## src/hdl/slpg_pkg.sv

```systemverilog
package slpg_pkg;

  // lamp counts
  localparam int MAX_LAMPS = 8;
  localparam int LAMP_W    = $clog2(MAX_LAMPS);
  localparam int CNT_W     = $clog2(MAX_LAMPS + 1);

  // field widths
  localparam int TIME_W     = 48;
  localparam int IDLE_W     = 22;
  localparam int PCT_W      = 7;
  localparam int CMD_W      = 2;
  localparam int MODE_W     = 3;
  localparam int CHAN_W     = 8;
  localparam int CFG_IDX_W  = 2;
  localparam int CFG_DATA_W = 48;

  // stream word widths
  localparam int S_DATA_W = 64;
  localparam int S_USER_W = CMD_W;
  localparam int M_DATA_W = 40;

  // upload progress: lit = count * pct / 100 by reciprocal
  localparam int PCT_MAX    = 100;
  localparam int PROD_W     = $clog2(MAX_LAMPS * PCT_MAX + 1);
  localparam int LIT_SHIFT  = 16;
  localparam int LIT_RCP_W  = 10;
  localparam logic [LIT_RCP_W-1:0] LIT_RCP = 10'd656;

  // breath phase: period 2000000 us = 2^7 * 15625
  localparam int LSB_W   = 7;
  localparam int X_W     = TIME_W - LSB_W;
  localparam int RES_W   = 14;
  localparam int P_W     = 27;
  localparam int PB_W    = 24;
  localparam int Q_W     = 14;
  localparam int DQ_W    = 28;
  localparam int V_W     = 22;
  localparam logic [RES_W-1:0] ODD_DIV = 14'd15625;
  // 2^14 mod 15625 and 2^28 mod 15625
  localparam logic [9:0]       R14     = 10'd759;
  localparam logic [RES_W-1:0] R28     = 14'd13581;
  localparam int Q_SHIFT = 41;
  localparam int Q_RCP_W = 28;
  localparam logic [Q_RCP_W-1:0] Q_RCP = 28'd140737489;
  localparam int I_SHIFT = 36;
  localparam int I_RCP_W = 23;
  localparam logic [I_RCP_W-1:0] I_RCP = 23'd4398047;

  // lamp colours
  localparam logic [CHAN_W-1:0] BOOT_G  = 8'd40;
  localparam logic [CHAN_W-1:0] BOOT_B  = 8'd160;
  localparam logic [CHAN_W-1:0] SAFE_R  = 8'd200;
  localparam logic [CHAN_W-1:0] WAIT_R  = 8'd170;
  localparam logic [CHAN_W-1:0] WAIT_G  = 8'd90;
  localparam logic [CHAN_W-1:0] RUN_G   = 8'd150;
  localparam logic [CHAN_W-1:0] RUN_B   = 8'd30;
  localparam logic [CHAN_W-1:0] UP_G    = 8'd40;
  localparam logic [CHAN_W-1:0] UP_B    = 8'd160;
  localparam logic [CHAN_W-1:0] DIM_G   = 8'd3;
  localparam logic [CHAN_W-1:0] DIM_B   = 8'd12;
  localparam logic [CHAN_W-1:0] FULL_BR = 8'd255;

  typedef enum logic [CMD_W-1:0] {
    CMD_TICK  = 2'd0,
    CMD_MODE  = 2'd1,
    CMD_TELEM = 2'd2
  } cmd_e;

  typedef enum logic [MODE_W-1:0] {
    MODE_OFF  = 3'd0,
    MODE_BOOT = 3'd1,
    MODE_SAFE = 3'd2,
    MODE_WAIT = 3'd3,
    MODE_RUN  = 3'd4
  } mode_e;

  typedef enum logic [CFG_IDX_W-1:0] {
    REG_LAMP_COUNT  = 2'd0,
    REG_START_TIME  = 2'd1,
    REG_IDLE_WINDOW = 2'd2,
    REG_DIM_LEVEL   = 2'd3
  } cfg_reg_e;

  typedef struct packed {
    logic [3:0]        lamp_count;
    logic [TIME_W-1:0] start_time;
    logic [IDLE_W-1:0] idle_window;
    logic [CHAN_W-1:0] dim_level;
  } cfg_t;

  // per tick information carried along the phase pipeline
  typedef struct packed {
    mode_e             show;
    logic              up;
    logic [CNT_W-1:0]  count;
    logic [CNT_W-1:0]  lit;
    logic [CHAN_W-1:0] dim;
    logic [LSB_W-1:0]  lsb;
  } meta_t;

  typedef struct packed {
    meta_t             meta;
    logic [PROD_W-1:0] prod;
    logic [X_W-1:0]    x;
  } tick_t;

  typedef struct packed {
    logic              up;
    logic [CNT_W-1:0]  count;
    logic [CNT_W-1:0]  lit;
    logic [CHAN_W-1:0] red;
    logic [CHAN_W-1:0] green;
    logic [CHAN_W-1:0] blue;
    logic [CHAN_W-1:0] bright;
    logic              gam;
  } frame_t;

  // quarter wave of 96*cos, 65 points
  localparam logic [6:0] QCOS [65] = '{
    7'd96, 7'd96, 7'd96, 7'd96, 7'd96, 7'd95, 7'd95, 7'd95,
    7'd94, 7'd94, 7'd93, 7'd93, 7'd92, 7'd91, 7'd90, 7'd90,
    7'd89, 7'd88, 7'd87, 7'd86, 7'd85, 7'd84, 7'd82, 7'd81,
    7'd80, 7'd78, 7'd77, 7'd76, 7'd74, 7'd73, 7'd71, 7'd70,
    7'd68, 7'd66, 7'd64, 7'd63, 7'd61, 7'd59, 7'd57, 7'd55,
    7'd53, 7'd51, 7'd49, 7'd47, 7'd45, 7'd43, 7'd41, 7'd39,
    7'd37, 7'd35, 7'd32, 7'd30, 7'd28, 7'd26, 7'd23, 7'd21,
    7'd19, 7'd16, 7'd14, 7'd12, 7'd9,  7'd7,  7'd5,  7'd2,
    7'd0
  };

  // raised cosine factor in q0.8, 160 - 96*cos, capped at 255
  function automatic logic [7:0] breath_factor(input logic [7:0] phase);
    logic [8:0] ofs;
    logic [6:0] qi;
    logic [8:0] sum;
    begin
      ofs = '0;
      if (phase <= 8'd64) begin
        qi  = phase[6:0];
        sum = 9'd160 - 9'(QCOS[qi]);
      end else if (phase <= 8'd128) begin
        ofs = 9'd128 - {1'b0, phase};
        qi  = ofs[6:0];
        sum = 9'd160 + 9'(QCOS[qi]);
      end else if (phase <= 8'd192) begin
        ofs = {1'b0, phase} - 9'd128;
        qi  = ofs[6:0];
        sum = 9'd160 + 9'(QCOS[qi]);
      end else begin
        ofs = 9'd256 - {1'b0, phase};
        qi  = ofs[6:0];
        sum = 9'd160 - 9'(QCOS[qi]);
      end
      return (sum > 9'd255) ? 8'd255 : sum[7:0];
    end
  endfunction

endpackage

```

## src/hdl/slpg_front.sv

```systemverilog
module slpg_front (
  input  logic                           clk_i,
  input  logic                           rst_ni,
  input  logic                           en_i,
  input  slpg_pkg::cfg_t                 cfg_i,
  input  logic                           s_valid_i,
  // time_us[47:0], new_mode[50:48], upload_active[51], upload_percent[58:52]
  input  logic [slpg_pkg::S_DATA_W-1:0]  s_data_i,
  // command[1:0]
  input  logic [slpg_pkg::S_USER_W-1:0]  s_user_i,
  output logic                           tick_vld_o,
  output slpg_pkg::tick_t                tick_o
);
  import slpg_pkg::*;

  logic              in_vld_q;
  logic [CMD_W-1:0]  cmd_q;
  logic [TIME_W-1:0] time_q;
  logic [MODE_W-1:0] nm_q;
  logic              up_q;
  logic [PCT_W-1:0]  pct_q;

  mode_e             mode_q, mode_d;
  logic [TIME_W-1:0] tel_q, tel_d;

  logic [CNT_W-1:0]  cnt;
  logic [PCT_W-1:0]  pct_sat;
  logic [TIME_W-1:0] age;
  logic [TIME_W-1:0] elapsed;
  logic              fresh;
  mode_e             show;

  // input word register
  always_ff @(posedge clk_i or negedge rst_ni) begin
    if (!rst_ni) begin
      in_vld_q <= 1'b0;
    end else if (en_i) begin
      in_vld_q <= s_valid_i;
    end
  end

  always_ff @(posedge clk_i) begin
    if (en_i && s_valid_i) begin
      cmd_q  <= s_user_i;
      time_q <= s_data_i[TIME_W-1:0];
      nm_q   <= s_data_i[TIME_W +: MODE_W];
      up_q   <= s_data_i[TIME_W + MODE_W];
      pct_q  <= s_data_i[TIME_W + MODE_W + 1 +: PCT_W];
    end
  end

  // mode and telemetry state updates
  always_comb begin
    mode_d = mode_q;
    tel_d  = tel_q;
    if (en_i && in_vld_q) begin
      if (cmd_q == CMD_MODE && nm_q <= MODE_RUN) begin
        mode_d = mode_e'(nm_q);
      end
      if (cmd_q == CMD_TELEM) begin
        tel_d = time_q;
      end
    end
  end

  always_ff @(posedge clk_i or negedge rst_ni) begin
    if (!rst_ni) begin
      mode_q <= MODE_OFF;
      tel_q  <= '0;
    end else begin
      mode_q <= mode_d;
      tel_q  <= tel_d;
    end
  end

  // frame setup for a tick
  always_comb begin
    cnt     = (cfg_i.lamp_count > 4'(MAX_LAMPS)) ? CNT_W'(MAX_LAMPS)
                                                 : CNT_W'(cfg_i.lamp_count);
    pct_sat = (pct_q > PCT_W'(PCT_MAX)) ? PCT_W'(PCT_MAX) : pct_q;
    age     = time_q - tel_q;
    fresh   = (tel_q != '0) && (age < TIME_W'(cfg_i.idle_window));
    elapsed = time_q - cfg_i.start_time;
    case (mode_q)
      MODE_WAIT, MODE_RUN: show = fresh ? MODE_RUN : MODE_WAIT;
      default:             show = mode_q;
    endcase
  end

  assign tick_vld_o       = in_vld_q && (cmd_q == CMD_TICK) && (cnt != '0);
  assign tick_o.meta.show = show;
  assign tick_o.meta.up   = up_q;
  assign tick_o.meta.count = cnt;
  assign tick_o.meta.lit  = '0;
  assign tick_o.meta.dim  = cfg_i.dim_level;
  assign tick_o.meta.lsb  = elapsed[LSB_W-1:0];
  assign tick_o.prod      = PROD_W'(cnt) * PROD_W'(pct_sat);
  assign tick_o.x         = elapsed[TIME_W-1:LSB_W];

endmodule

```

## src/hdl/slpg_breath.sv

```systemverilog
module slpg_breath (
  input  logic             clk_i,
  input  logic             rst_ni,
  input  logic             en_i,
  input  logic             tick_vld_i,
  input  slpg_pkg::tick_t  tick_i,
  output logic             frame_vld_o,
  output slpg_pkg::frame_t frame_o
);
  import slpg_pkg::*;

  localparam int NSTG = 8;

  // stage valids: 0 input, 6 colour stage, 7 frame register
  logic [NSTG-1:0] vld_q;

  tick_t                     t2_q;
  meta_t                     m3_q, m4_q, m5_q, m6_q, m7_q, m8_q;
  logic [RES_W-1:0]          a3_q;
  logic [PB_W-1:0]           pb3_q;
  logic [P_W-1:0]            pc3_q;
  logic [P_W-1:0]            p4_q, p5_q;
  logic [Q_W-1:0]            q5_q;
  logic [RES_W-1:0]          y6_q;
  logic [7:0]                i7_q;
  logic [CHAN_W-1:0]         f8_q;
  frame_t                    fr_q;

  logic [PROD_W+LIT_RCP_W-1:0] lit_prod;
  meta_t                       m3_d;
  logic [P_W+Q_RCP_W-1:0]      q_prod;
  logic [DQ_W-1:0]             qd;
  logic [DQ_W-1:0]             diff;
  logic [V_W-1:0]              v6;
  logic [V_W+I_RCP_W-1:0]      i_prod;
  logic [2*CHAN_W-1:0]         sc_r, sc_g, sc_b;
  frame_t                      fr_d;

  always_ff @(posedge clk_i or negedge rst_ni) begin
    if (!rst_ni) begin
      vld_q <= '0;
    end else if (en_i) begin
      vld_q <= {vld_q[NSTG-2:0], tick_vld_i};
    end
  end

  // lit lamp count, floor(prod / 100)
  always_comb begin
    lit_prod = (PROD_W+LIT_RCP_W)'(t2_q.prod) * (PROD_W+LIT_RCP_W)'(LIT_RCP);
    m3_d     = t2_q.meta;
    m3_d.lit = lit_prod[LIT_SHIFT +: CNT_W];
  end

  // residue reduction and phase index arithmetic
  always_comb begin
    q_prod = (P_W+Q_RCP_W)'(p4_q) * (P_W+Q_RCP_W)'(Q_RCP);
    qd     = DQ_W'(q5_q) * DQ_W'(ODD_DIV);
    diff   = DQ_W'(p5_q) - qd;
    v6     = {y6_q, 8'b0} + V_W'({m6_q.lsb, 1'b0});
    i_prod = (V_W+I_RCP_W)'(v6) * (V_W+I_RCP_W)'(I_RCP);
  end

  // colour of a status frame
  always_comb begin
    sc_r = (2*CHAN_W)'(SAFE_R) * (2*CHAN_W)'(f8_q);
    sc_g = (2*CHAN_W)'(BOOT_G) * (2*CHAN_W)'(f8_q);
    sc_b = (2*CHAN_W)'(BOOT_B) * (2*CHAN_W)'(f8_q);
    fr_d.up     = m8_q.up;
    fr_d.count  = m8_q.count;
    fr_d.lit    = m8_q.lit;
    fr_d.bright = m8_q.up ? FULL_BR : m8_q.dim;
    fr_d.gam    = !m8_q.up;
    fr_d.red    = '0;
    fr_d.green  = '0;
    fr_d.blue   = '0;
    case (m8_q.show)
      MODE_BOOT: begin
        fr_d.green = sc_g[2*CHAN_W-1:CHAN_W];
        fr_d.blue  = sc_b[2*CHAN_W-1:CHAN_W];
      end
      MODE_SAFE: begin
        fr_d.red = sc_r[2*CHAN_W-1:CHAN_W];
      end
      MODE_WAIT: begin
        fr_d.red   = WAIT_R;
        fr_d.green = WAIT_G;
      end
      MODE_RUN: begin
        fr_d.green = RUN_G;
        fr_d.blue  = RUN_B;
      end
      default: begin
        fr_d.red = '0;
      end
    endcase
  end

  // pipeline payload
  always_ff @(posedge clk_i) begin
    if (en_i) begin
      t2_q  <= tick_i;
      m3_q  <= m3_d;
      a3_q  <= t2_q.x[RES_W-1:0];
      pb3_q <= PB_W'(t2_q.x[2*RES_W-1:RES_W]) * PB_W'(R14);
      pc3_q <= P_W'(t2_q.x[X_W-1:2*RES_W]) * P_W'(R28);
      m4_q  <= m3_q;
      p4_q  <= P_W'(a3_q) + P_W'(pb3_q) + pc3_q;
      m5_q  <= m4_q;
      p5_q  <= p4_q;
      q5_q  <= q_prod[Q_SHIFT +: Q_W];
      m6_q  <= m5_q;
      y6_q  <= diff[RES_W-1:0];
      m7_q  <= m6_q;
      i7_q  <= i_prod[I_SHIFT +: 8];
      m8_q  <= m7_q;
      f8_q  <= breath_factor(i7_q);
      fr_q  <= fr_d;
    end
  end

  assign frame_vld_o = vld_q[NSTG-1];
  assign frame_o     = fr_q;

endmodule

```

## src/hdl/slpg_emit.sv

```systemverilog
module slpg_emit (
  input  logic                          clk_i,
  input  logic                          rst_ni,
  input  logic                          frame_vld_i,
  input  slpg_pkg::frame_t              frame_i,
  output logic                          frame_take_o,
  output logic                          m_valid_o,
  input  logic                          m_ready_i,
  output logic [slpg_pkg::M_DATA_W-1:0] m_data_o,
  output logic                          m_last_o
);
  import slpg_pkg::*;

  frame_t             fr_q, fr_d;
  logic               busy_q, busy_d;
  logic [LAMP_W-1:0]  nxt_q, nxt_d;
  logic               ov_q, ov_d;

  logic [LAMP_W-1:0]  o_idx_q;
  logic [CHAN_W-1:0]  o_r_q, o_g_q, o_b_q, o_br_q;
  logic               o_gam_q, o_last_q;

  logic               slot;
  logic               last_ld;
  logic               take;
  logic [CNT_W-1:0]   nxt_cnt;
  logic               is_lit;
  logic [CHAN_W-1:0]  l_r, l_g, l_b;

  // lamp sequencing
  always_comb begin
    slot    = !ov_q || m_ready_i;
    nxt_cnt = CNT_W'(nxt_q) + CNT_W'(1);
    last_ld = busy_q && (nxt_cnt == fr_q.count);
    take    = !busy_q || (slot && last_ld);

    fr_d   = fr_q;
    busy_d = busy_q;
    nxt_d  = nxt_q;
    ov_d   = slot ? busy_q : ov_q;
    if (slot && busy_q) begin
      nxt_d = nxt_q + LAMP_W'(1);
      if (last_ld) begin
        busy_d = 1'b0;
      end
    end
    if (take && frame_vld_i) begin
      fr_d   = frame_i;
      nxt_d  = '0;
      busy_d = 1'b1;
    end
  end

  // colour of the lamp being loaded
  always_comb begin
    is_lit = CNT_W'(nxt_q) < fr_q.lit;
    if (fr_q.up) begin
      l_r = '0;
      l_g = is_lit ? UP_G : DIM_G;
      l_b = is_lit ? UP_B : DIM_B;
    end else begin
      l_r = fr_q.red;
      l_g = fr_q.green;
      l_b = fr_q.blue;
    end
  end

  always_ff @(posedge clk_i or negedge rst_ni) begin
    if (!rst_ni) begin
      busy_q <= 1'b0;
      nxt_q  <= '0;
      ov_q   <= 1'b0;
    end else begin
      busy_q <= busy_d;
      nxt_q  <= nxt_d;
      ov_q   <= ov_d;
    end
  end

  // output word register
  always_ff @(posedge clk_i) begin
    fr_q <= fr_d;
    if (slot && busy_q) begin
      o_idx_q  <= nxt_q;
      o_r_q    <= l_r;
      o_g_q    <= l_g;
      o_b_q    <= l_b;
      o_br_q   <= fr_q.bright;
      o_gam_q  <= fr_q.gam;
      o_last_q <= last_ld;
    end
  end

  assign frame_take_o = take;
  assign m_valid_o    = ov_q;
  assign m_last_o     = o_last_q;
  assign m_data_o     = M_DATA_W'({o_gam_q, o_br_q, o_b_q, o_g_q, o_r_q, o_idx_q});

endmodule

```

## src/hdl/status_lamp_pattern_generator_core.sv

```systemverilog
// Status lamp colour generator.
// Input words arrive on the s_axis channel; tuser holds the command (frame
// tick, set mode, telemetry seen), tdata the time stamp, new mode and upload
// state. Set mode and telemetry words only update internal state and produce
// nothing. A frame tick produces one word per lamp on the m_axis channel,
// lamp 0 first, with tlast on the final lamp.
// Registers are written through cfg_we_i / cfg_idx_i / cfg_data_i: 0 lamp
// count, 1 breathing start time, 2 idle window, 3 dim level. The user must
// write them only while the block is idle; the block does not enforce this.
// A tick passes the input register, the phase pipeline (48 bit time
// reduction modulo the breathing period, then table lookup and channel
// scaling), the sequencer's frame register and the output register. The
// block accepts one input word per cycle while s_axis_tready is high; a
// tick holds the lamp sequencer until its last lamp word is loaded.
// When the receiver stalls, the sequencer holds its word and the pipeline
// freezes once its last stage holds a frame; s_axis_tready then drops.
// Reset clears mode to off, telemetry to never seen, all words in flight and
// the registers to their defaults (8 lamps, start 0, window 2 s, dim 40).
module status_lamp_pattern_generator_core (
  input  logic                             clk_i,
  input  logic                             rst_ni,
  input  logic                             cfg_we_i,
  input  logic [slpg_pkg::CFG_IDX_W-1:0]   cfg_idx_i,
  input  logic [slpg_pkg::CFG_DATA_W-1:0]  cfg_data_i,
  input  logic                             s_axis_tvalid,
  output logic                             s_axis_tready,
  // time_us[47:0], new_mode[50:48], upload_active[51], upload_percent[58:52]
  input  logic [slpg_pkg::S_DATA_W-1:0]    s_axis_tdata,
  // command[1:0]
  input  logic [slpg_pkg::S_USER_W-1:0]    s_axis_tuser,
  output logic                             m_axis_tvalid,
  input  logic                             m_axis_tready,
  // lamp_index[2:0], red[10:3], green[18:11], blue[26:19],
  // frame_brightness[34:27], gamma_on[35]
  output logic [slpg_pkg::M_DATA_W-1:0]    m_axis_tdata,
  output logic                             m_axis_tlast
);
  import slpg_pkg::*;

  cfg_t   cfg_q, cfg_d;
  logic   adv;
  logic   tick_vld;
  tick_t  tick;
  logic   frame_vld;
  frame_t frame;
  logic   frame_take;

  // register writes
  always_comb begin
    cfg_d = cfg_q;
    if (cfg_we_i) begin
      case (cfg_reg_e'(cfg_idx_i))
        REG_LAMP_COUNT:  cfg_d.lamp_count  = cfg_data_i[3:0];
        REG_START_TIME:  cfg_d.start_time  = cfg_data_i[TIME_W-1:0];
        REG_IDLE_WINDOW: cfg_d.idle_window = cfg_data_i[IDLE_W-1:0];
        REG_DIM_LEVEL:   cfg_d.dim_level   = cfg_data_i[CHAN_W-1:0];
        default:         cfg_d = cfg_q;
      endcase
    end
  end

  always_ff @(posedge clk_i or negedge rst_ni) begin
    if (!rst_ni) begin
      cfg_q.lamp_count  <= 4'd8;
      cfg_q.start_time  <= '0;
      cfg_q.idle_window <= 22'd2000000;
      cfg_q.dim_level   <= 8'd40;
    end else begin
      cfg_q <= cfg_d;
    end
  end

  // pipeline moves unless a finished frame waits for the sequencer
  assign adv           = !frame_vld || frame_take;
  assign s_axis_tready = adv;

  slpg_front u_front (
    .clk_i      (clk_i),
    .rst_ni     (rst_ni),
    .en_i       (adv),
    .cfg_i      (cfg_q),
    .s_valid_i  (s_axis_tvalid),
    .s_data_i   (s_axis_tdata),
    .s_user_i   (s_axis_tuser),
    .tick_vld_o (tick_vld),
    .tick_o     (tick)
  );

  slpg_breath u_breath (
    .clk_i       (clk_i),
    .rst_ni      (rst_ni),
    .en_i        (adv),
    .tick_vld_i  (tick_vld),
    .tick_i      (tick),
    .frame_vld_o (frame_vld),
    .frame_o     (frame)
  );

  slpg_emit u_emit (
    .clk_i        (clk_i),
    .rst_ni       (rst_ni),
    .frame_vld_i  (frame_vld),
    .frame_i      (frame),
    .frame_take_o (frame_take),
    .m_valid_o    (m_axis_tvalid),
    .m_ready_i    (m_axis_tready),
    .m_data_o     (m_axis_tdata),
    .m_last_o     (m_axis_tlast)
  );

endmodule
```

## config.mk

```make
export PLATFORM = sky130hd
export DESIGN_NAME = status_lamp_pattern_generator_core
export DESIGN_NICKNAME = d
export VERILOG_FILES = /design/src/hdl/slpg_pkg.sv /design/src/hdl/slpg_front.sv /design/src/hdl/slpg_breath.sv /design/src/hdl/slpg_emit.sv /design/src/hdl/status_lamp_pattern_generator_core.sv
export SDC_FILE = /design/constraint.sdc
export NUM_CORES = 2
export LEC_CHECK = 0
export CAP_MARGIN = 5
export CORE_ASPECT_RATIO = 0.5
export CORE_MARGIN = 10
export CORE_UTILIZATION = 50
export CTS_CLUSTER_DIAMETER = 50
export DETAILED_ROUTE_END_ITERATION = 7
export DONT_BUFFER_PORTS = 1
export SLEW_MARGIN = 10
export SYNTH_ARGS = -nofsm -noshare
export SYNTH_HDL_FRONTEND = slang
export SYNTH_HIERARCHICAL = 1
export SYNTH_SLANG_ARGS = --single-unit
```

## constraint.sdc

```tcl
create_clock -name clk_i -period 21 [get_ports clk_i]
set_input_delay 1.05 -clock clk_i [delete_from_list [all_inputs] [get_ports clk_i]]
set_output_delay 1.05 -clock clk_i [all_outputs]
set_load 0.005 [all_outputs]
```

Word-level counts from Yosys, hierarchy flattened
Memories as Yosys holds them, arrays and structs flattened.
Index checks and enable logic that the tools add are counted.
{"block": "totals", "ff_bits": 701, "latchBits": 0, "mem_bits_rw": 0, "mem_bits_ro": 3584, "input_bits": 121, "output_inout_bits": 43, "wordCells": 206, "memories": 4}
{"block": "classes", "addsub": 15, "multipliers": 10, "n_div": 0, "order_cmp": 13, "eq_ne": 12, "shift": 0, "n_mux": 28, "n_bitwise": 4, "reduce_logical": 31}
{"name": "(name not given)", "words": 128, "width": 7, "read_ports": 1, "rd_ports_with_merged_regs": 0, "wr": 0, "line_no": "slpg_pkg.sv:145", "source": "sum = 9'd160 + 9'(QCOS[qi]);"}
{"name": "(name not given)", "words": 128, "width": 7, "read_ports": 1, "rd_ports_with_merged_regs": 0, "wr": 0, "line_no": "slpg_pkg.sv:149", "source": "sum = 9'd160 + 9'(QCOS[qi]);"}
{"name": "(name not given)", "words": 128, "width": 7, "read_ports": 1, "rd_ports_with_merged_regs": 0, "wr": 0, "line_no": "slpg_pkg.sv:153", "source": "sum = 9'd160 - 9'(QCOS[qi]);"}
{"name": "(name not given)", "words": 128, "width": 7, "read_ports": 1, "rd_ports_with_merged_regs": 0, "wr": 0, "line_no": "slpg_pkg.sv:141", "source": "sum = 9'd160 - 9'(QCOS[qi]);"}
{"cell": "48-bit subtractor", "n": 2}
{"cell": "7-bit 2-to-1 mux", "n": 9}
{"cell": "27-bit by 28-bit multiplier with 55-bit output, second input constant", "n": 1}
{"cell": "48-bit by 22-bit less-than comparator with 1-bit output", "n": 1}
{"cell": "48-bit nonzero test", "n": 1}
{"cell": "22-bit by 23-bit multiplier with 44-bit output, second input constant", "n": 1}
{"cell": "9-bit 2-to-1 mux", "n": 4}
{"cell": "8-bit greater-or-equal comparator, second input constant", "n": 4}
{"cell": "7-bit inverter with 8-bit output", "n": 4}
{"cell": "8-bit case mux with 2 select lines", "n": 2}
{"cell": "27-bit adder", "n": 1}
{"cell": "13-bit by 14-bit multiplier with 27-bit output, second input constant", "n": 1}
{"cell": "14-bit by 24-bit adder with 25-bit output", "n": 1}
{"cell": "14-bit by 10-bit multiplier with 24-bit output, second input constant", "n": 1}
{"cell": "8-bit 2-to-1 mux", "n": 3}
{"cell": "8-bit case mux with 3 select lines", "n": 1}
{"cell": "22-bit by 8-bit adder with 22-bit output", "n": 1}
{"cell": "3-bit by 8-bit multiplier with 11-bit output, first input constant", "n": 2}
{"cell": "8-bit by 7-bit adder with 9-bit output, first input constant", "n": 2}
{"cell": "8-bit by 7-bit subtractor with 9-bit output, first input constant", "n": 2}
{"cell": "8-bit less-or-equal comparator, second input constant", "n": 2}
{"cell": "10-bit by 6-bit multiplier with 16-bit output, second input constant", "n": 1}
{"cell": "14-bit by 11-bit multiplier with 14-bit output, second input constant", "n": 1}
{"cell": "2-bit AND reduction", "n": 7}
{"cell": "other kinds (30)", "n": 58}

Depth between registers and ports, before layout
{"block": "logic_depth", "depth_word": 11, "ltp_mapped": 25, "mapped_depth_nobuf": 25}

Cells and area by module
The synthesis kept the hierarchy.
{"mod": "slpg_breath", "instances": 1, "cells_each": 3757, "area_each_um2": 44106.1, "seq_area_each_um2": 12632.1}
{"mod": "slpg_front", "instances": 1, "cells_each": 1295, "area_each_um2": 11207.0, "seq_area_each_um2": 3133.0}
{"mod": "status_lamp_pattern_generator_core", "instances": 1, "cells_each": 176, "area_each_um2": 3074.2, "seq_area_each_um2": 2064.5}
{"mod": "slpg_emit", "instances": 1, "cells_each": 165, "area_each_um2": 3062.9, "seq_area_each_um2": 2497.4}

Worst setup path before layout
Ideal clock, no wire load.
{"block": "synth_path", "kind": "flip-flop to flip-flop", "start": "reg u_emit.nxt_q[0]", "end": "reg u_front.cmd_q[0] (enable)", "arrival_time_ps": 13705, "required_time_ps": 20576, "setup_slack_ps": 6871, "stages_incl_launch_ff": 8, "path_buffers": 0, "cell_sequence": "dfrtp_1 -> ha_1 -> xor2_1 -> or3_4 -> a21oi_4 -> a21bo_2 -> nand2b_1 -> and2_1"}
{"block": "synth_between", "elab_chain_len": 7}
{"element": "start, declared", "line_no": "slpg_emit.sv:16", "source": "logic [LAMP_W-1:0] nxt_q, nxt_d;"}
{"element": "start signal, assigned", "line_no": "slpg_emit.sv:75", "source": "nxt_q <= nxt_d;"}
{"element": "3-bit by 1-bit adder with 4-bit output", "line_no": "slpg_emit.sv:33", "source": "nxt_cnt = CNT_W'(nxt_q) + CNT_W'(1);"}
{"element": "4-bit equality test", "line_no": "slpg_emit.sv:34", "source": "last_ld = busy_q && (nxt_cnt == fr_q.count);"}
{"element": "1-bit logical AND", "line_no": "slpg_emit.sv:34"}
{"element": "named net u_emit.last_ld", "line_no": "slpg_emit.sv:24", "source": "logic last_ld;"}
{"element": "1-bit logical AND", "line_no": "slpg_emit.sv:35", "source": "take = !busy_q || (slot && last_ld);"}
{"element": "1-bit logical OR", "line_no": "slpg_emit.sv:35"}
{"element": "named net frame_take", "line_no": "status_lamp_pattern_generator_core.sv:46", "source": "logic frame_take;"}
{"element": "1-bit logical OR", "line_no": "status_lamp_pattern_generator_core.sv:74", "source": "assign adv = !frame_vld || frame_take;"}
{"element": "named net s_axis_tready", "line_no": "status_lamp_pattern_generator_core.sv:26", "source": "output logic s_axis_tready,"}
{"element": "1-bit logical AND", "line_no": "slpg_front.sv:43", "source": "if (en_i && s_valid_i) begin"}
{"element": "end signal, assigned", "line_no": "slpg_front.sv:44", "source": "cmd_q <= s_user_i;"}
{"element": "end, declared", "line_no": "slpg_front.sv:17", "source": "logic [CMD_W-1:0] cmd_q;"}
The timed path passes the listed nets, and every way through them passes these cells.
A chain may end at the register's enable or synchronous reset.

Worst setup path after layout
{"block": "layout_path", "start": "reg u_breath.p4_q[18]", "end": "reg u_breath.q5_q[12], data pin"}
{"block": "layout_between", "elab_chain_len": 1}
{"element": "start, declared", "line_no": "slpg_breath.sv:22", "source": "logic [P_W-1:0] p4_q, p5_q;"}
{"element": "start signal, assigned", "line_no": "slpg_breath.sv:107", "source": "p4_q <= P_W'(a3_q) + P_W'(pb3_q) + pc3_q;"}
{"element": "27-bit by 28-bit multiplier with 55-bit output", "line_no": "slpg_breath.sv:56", "source": "q_prod = (P_W+Q_RCP_W)'(p4_q) * (P_W+Q_RCP_W)'(Q_RCP);"}
{"element": "named net u_breath.q_prod[53]", "line_no": "slpg_breath.sv:31", "source": "logic [P_W+Q_RCP_W-1:0] q_prod;"}
{"element": "end signal, assigned", "line_no": "slpg_breath.sv:110", "source": "q5_q <= q_prod[Q_SHIFT +: Q_W];"}
{"element": "end, declared", "line_no": "slpg_breath.sv:23", "source": "logic [Q_W-1:0] q5_q;"}
The timed path passes the listed nets, and every way through them passes these cells.

==> flow_summary.ini <==
[worst_setup_path]
critPathCaptureType = flop
worst-path-max-fanout = 7
worstSetupPathType = flop to flop
required_ps = 21420
critical_path_arrival_ps = 8490
critical_path.startpoint_type = flop
r2r_start = u_breath/p4_q[18]$_DFFE_PP_
setup.worst_path.start = u_breath/p4_q[18]$_DFFE_PP_

[sta]
finalMaxSlewViolations = 0
hold_ws_ps = 70.4
tns_ps = 0
slew_headroom_pct = 25.1
fin_skew_ps = 43.1
setup_viol = 0
grt_setup_unrepaired = no
hold_viol_final = 0
fmax_mhz = 124
timing.final.crit_period_ps = 8080
final_min_period_over_clock_period_pct = 38.5
timing_worst_slew_pin_value_ps = 1120

[min_path]
worstHoldPathType = input pin to async pin

[global_routing]
antenna_found_initial = 4
grt.busiest_layer = met2
track_usage_pct = 20.0
grt_pass1_wl_mm = 219
grt.overflow.total = 0
gr-usage-met3_pct = 3.39
grt_start_max_net_pins = 148
met1_track_usage_gr_pct = 28.2
vias_in_the_first_global_route = 39669
grt_util_met2_pct = 32.1

[die]
die_y_um = 268
die_w_um = 516
floorplan.die_area_mm2 = 0.138
coreArea_mm2 = 0.121
ios = 164
initial_core_util_pct = 50.6
placement_row_count = 90

[finish]
multi_input_comb_area_mm2 = 0.0364
drive_gt1_share_pct = 6.38
areaGrowthSynthToFinish_pct = 7.17
layout.filler_cells = 10377
seqCellArea_mm2 = 0.0203
num-nets-final = 7044

[cts]
cts_max_level = 3
cts_hold_repair.buffers = 0
tritoncts = built
max-clock-path-buffers = 3
clock_tree.root_cell = sky130_fd_sc_hd__clkbuf_16
cts-buffers-inserted = 77
cts_resized = 0
clkSlewWorstSetupHoldPaths_ps = 60
cts.repair_timing.setup_buffer_count = 0
clk-insertion-delay-late_ps = 680
numClockSinks = 701

[detailed_routing]
via_per_inst = 5.33
postRouteWirelength_mm = 136
vias = 37717
drt_iter0_markers = 2129
post-route-drc-count = 0
wl_per_cell_um = 19.2
antenna_left = 0
first_pass_iters = 6

[placement]
globalplace.congestion = 0.911
place.port_buffers = 0
hpwl_after_detailed_placement_mm = 113

[synth]
syn_area_per_cell_um2 = 11.4
syn-cell-area_mm2 = 0.0614
total_of_warnings_raised_by_yosys = 6
synth_cells = 5388

[status]
result_of_the_run = finished clean

[flow_run]
max-cap-violations = 0
-- flip-flops by register name (all words and copies together) (netlist names), 23 cells and up --
name	flops
cfg_q	82
u_breath/t2_q	51
u_front/tel_q	48
u_front/time_q	48
u_breath/frame_o	42
u_emit/fr_q	42
u_breath/m3_q	27
u_breath/m4_q	27
u_breath/m5_q	27
u_breath/m6_q	27
u_breath/p4_q	27
u_breath/pc3_q	27
u_breath/pb3_q	24
u_breath/m3_d	23
-- final timing paths --
kind | end | slack [ps] | cells after the start
setup / recovery | u_breath/q5_q[12]$_DFFE_PP_ | 12920 | 21
hold / removal | cfg_q[19]$_DFFE_PN0P_ | 70 | 0
setup reg to reg | u_breath/q5_q[12]$_DFFE_PP_ | 12920 | 21
hold reg to reg | u_breath/m8_q[9]$_DFFE_PP_ | 420 | 0
max in group asynchronous | cfg_q[81]$_DFFE_PN1P_ | 20550 | 0
min in group clk_i | u_breath/m8_q[9]$_DFFE_PP_ | 420 | 0
-- routing by layer --
layer	routed length, um	vias to the layer above
met3	5900	174
met5	0	-
met1	64900	18612
met2	61700	622
li1	-	18309
met4	3700	0
-- worst max-delay path: stages (launching register included) --
cell,delay [ps]
sky130_fd_sc_hd__edfxtp_1,640
sky130_fd_sc_hd__fa_1,750
sky130_fd_sc_hd__inv_1,100
sky130_fd_sc_hd__fa_1,490
sky130_fd_sc_hd__inv_1,50
sky130_fd_sc_hd__fa_1,480
sky130_fd_sc_hd__fa_1,550
sky130_fd_sc_hd__fa_1,560
sky130_fd_sc_hd__fa_1,570
sky130_fd_sc_hd__inv_1,60
sky130_fd_sc_hd__fa_1,540
sky130_fd_sc_hd__inv_1,50
sky130_fd_sc_hd__ha_1,290
sky130_fd_sc_hd__nand3_1,100
sky130_fd_sc_hd__nor3_1,700
sky130_fd_sc_hd__o21ai_0,440
sky130_fd_sc_hd__o22ai_1,410
sky130_fd_sc_hd__o311a_1,340
sky130_fd_sc_hd__a21bo_2,230
sky130_fd_sc_hd__a311o_1,300
sky130_fd_sc_hd__a21oi_2,90
sky130_fd_sc_hd__xnor2_1,120
-- area by class of cell --
class                   instances  share of cell area [%]
repair buffers                 13                   0.148
diodes                          2                 0.00760
inverters                    1157                    6.60
well taps                    1610                    3.06
flip-flops and latches        701                    30.9
clock buffers                  92                    3.09
multi-input cells            3458                    55.3
clock inverters                50                   0.909
-- placed cells by master, fill, tap and decap left out, types with 11 or more instances in the layout --
cell type                      n
sky130_fd_sc_hd__nor2b_1      53
sky130_fd_sc_hd__xnor2_1     151
sky130_fd_sc_hd__and2_1       31
sky130_fd_sc_hd__nand4_1      34
sky130_fd_sc_hd__a21oi_1     230
sky130_fd_sc_hd__a21o_1      106
sky130_fd_sc_hd__o21a_1       44
sky130_fd_sc_hd__nor3_1       58
sky130_fd_sc_hd__o2111ai_1    11
sky130_fd_sc_hd__clkbuf_16    77
sky130_fd_sc_hd__fa_1        580
sky130_fd_sc_hd__nor4_1       25
sky130_fd_sc_hd__or2_2        30
sky130_fd_sc_hd__nor2_1      162
sky130_fd_sc_hd__nand3_1      58
sky130_fd_sc_hd__o21bai_1     41
sky130_fd_sc_hd__mux2_2      119
sky130_fd_sc_hd__mux2_1       21
sky130_fd_sc_hd__a31oi_1      21
sky130_fd_sc_hd__edfxtp_1    554
sky130_fd_sc_hd__or3_1        14
sky130_fd_sc_hd__inv_1      1155
sky130_fd_sc_hd__ha_1        935
sky130_fd_sc_hd__mux2i_1      15
sky130_fd_sc_hd__a211o_1      13
sky130_fd_sc_hd__o211ai_1     20
sky130_fd_sc_hd__o22ai_1      14
sky130_fd_sc_hd__o21ai_1      14
sky130_fd_sc_hd__nand2_1     174
sky130_fd_sc_hd__a211oi_1     30
sky130_fd_sc_hd__xor2_1       67
sky130_fd_sc_hd__buf_4        13
sky130_fd_sc_hd__and3_1       28
sky130_fd_sc_hd__nand2b_1     37
sky130_fd_sc_hd__dfrtp_1     137
sky130_fd_sc_hd__o21ai_0     131
sky130_fd_sc_hd__a311oi_1     13
-- stage by stage --
step | instance area, um^2 | utilization [%] | setup WS (ps) | instances
5_1_grt | 65800 | 54.3 | 12560 | 7083
3_3_place_gp | 63200 | 52.1 | 12930 | 6939
3_5_place_dp | 63200 | 52.1 | 12890 | 6939
4_1_cts | 65800 | 54.3 | 12870 | 7081
6_report | 65800 | 54.3 | 12920 | 7083
2_1_floorplan | 61400 | - | 6870 | 5391
Power is not shown: default switching activity piles up to over one toggle a cycle in this logic, so the estimate is an artifact.
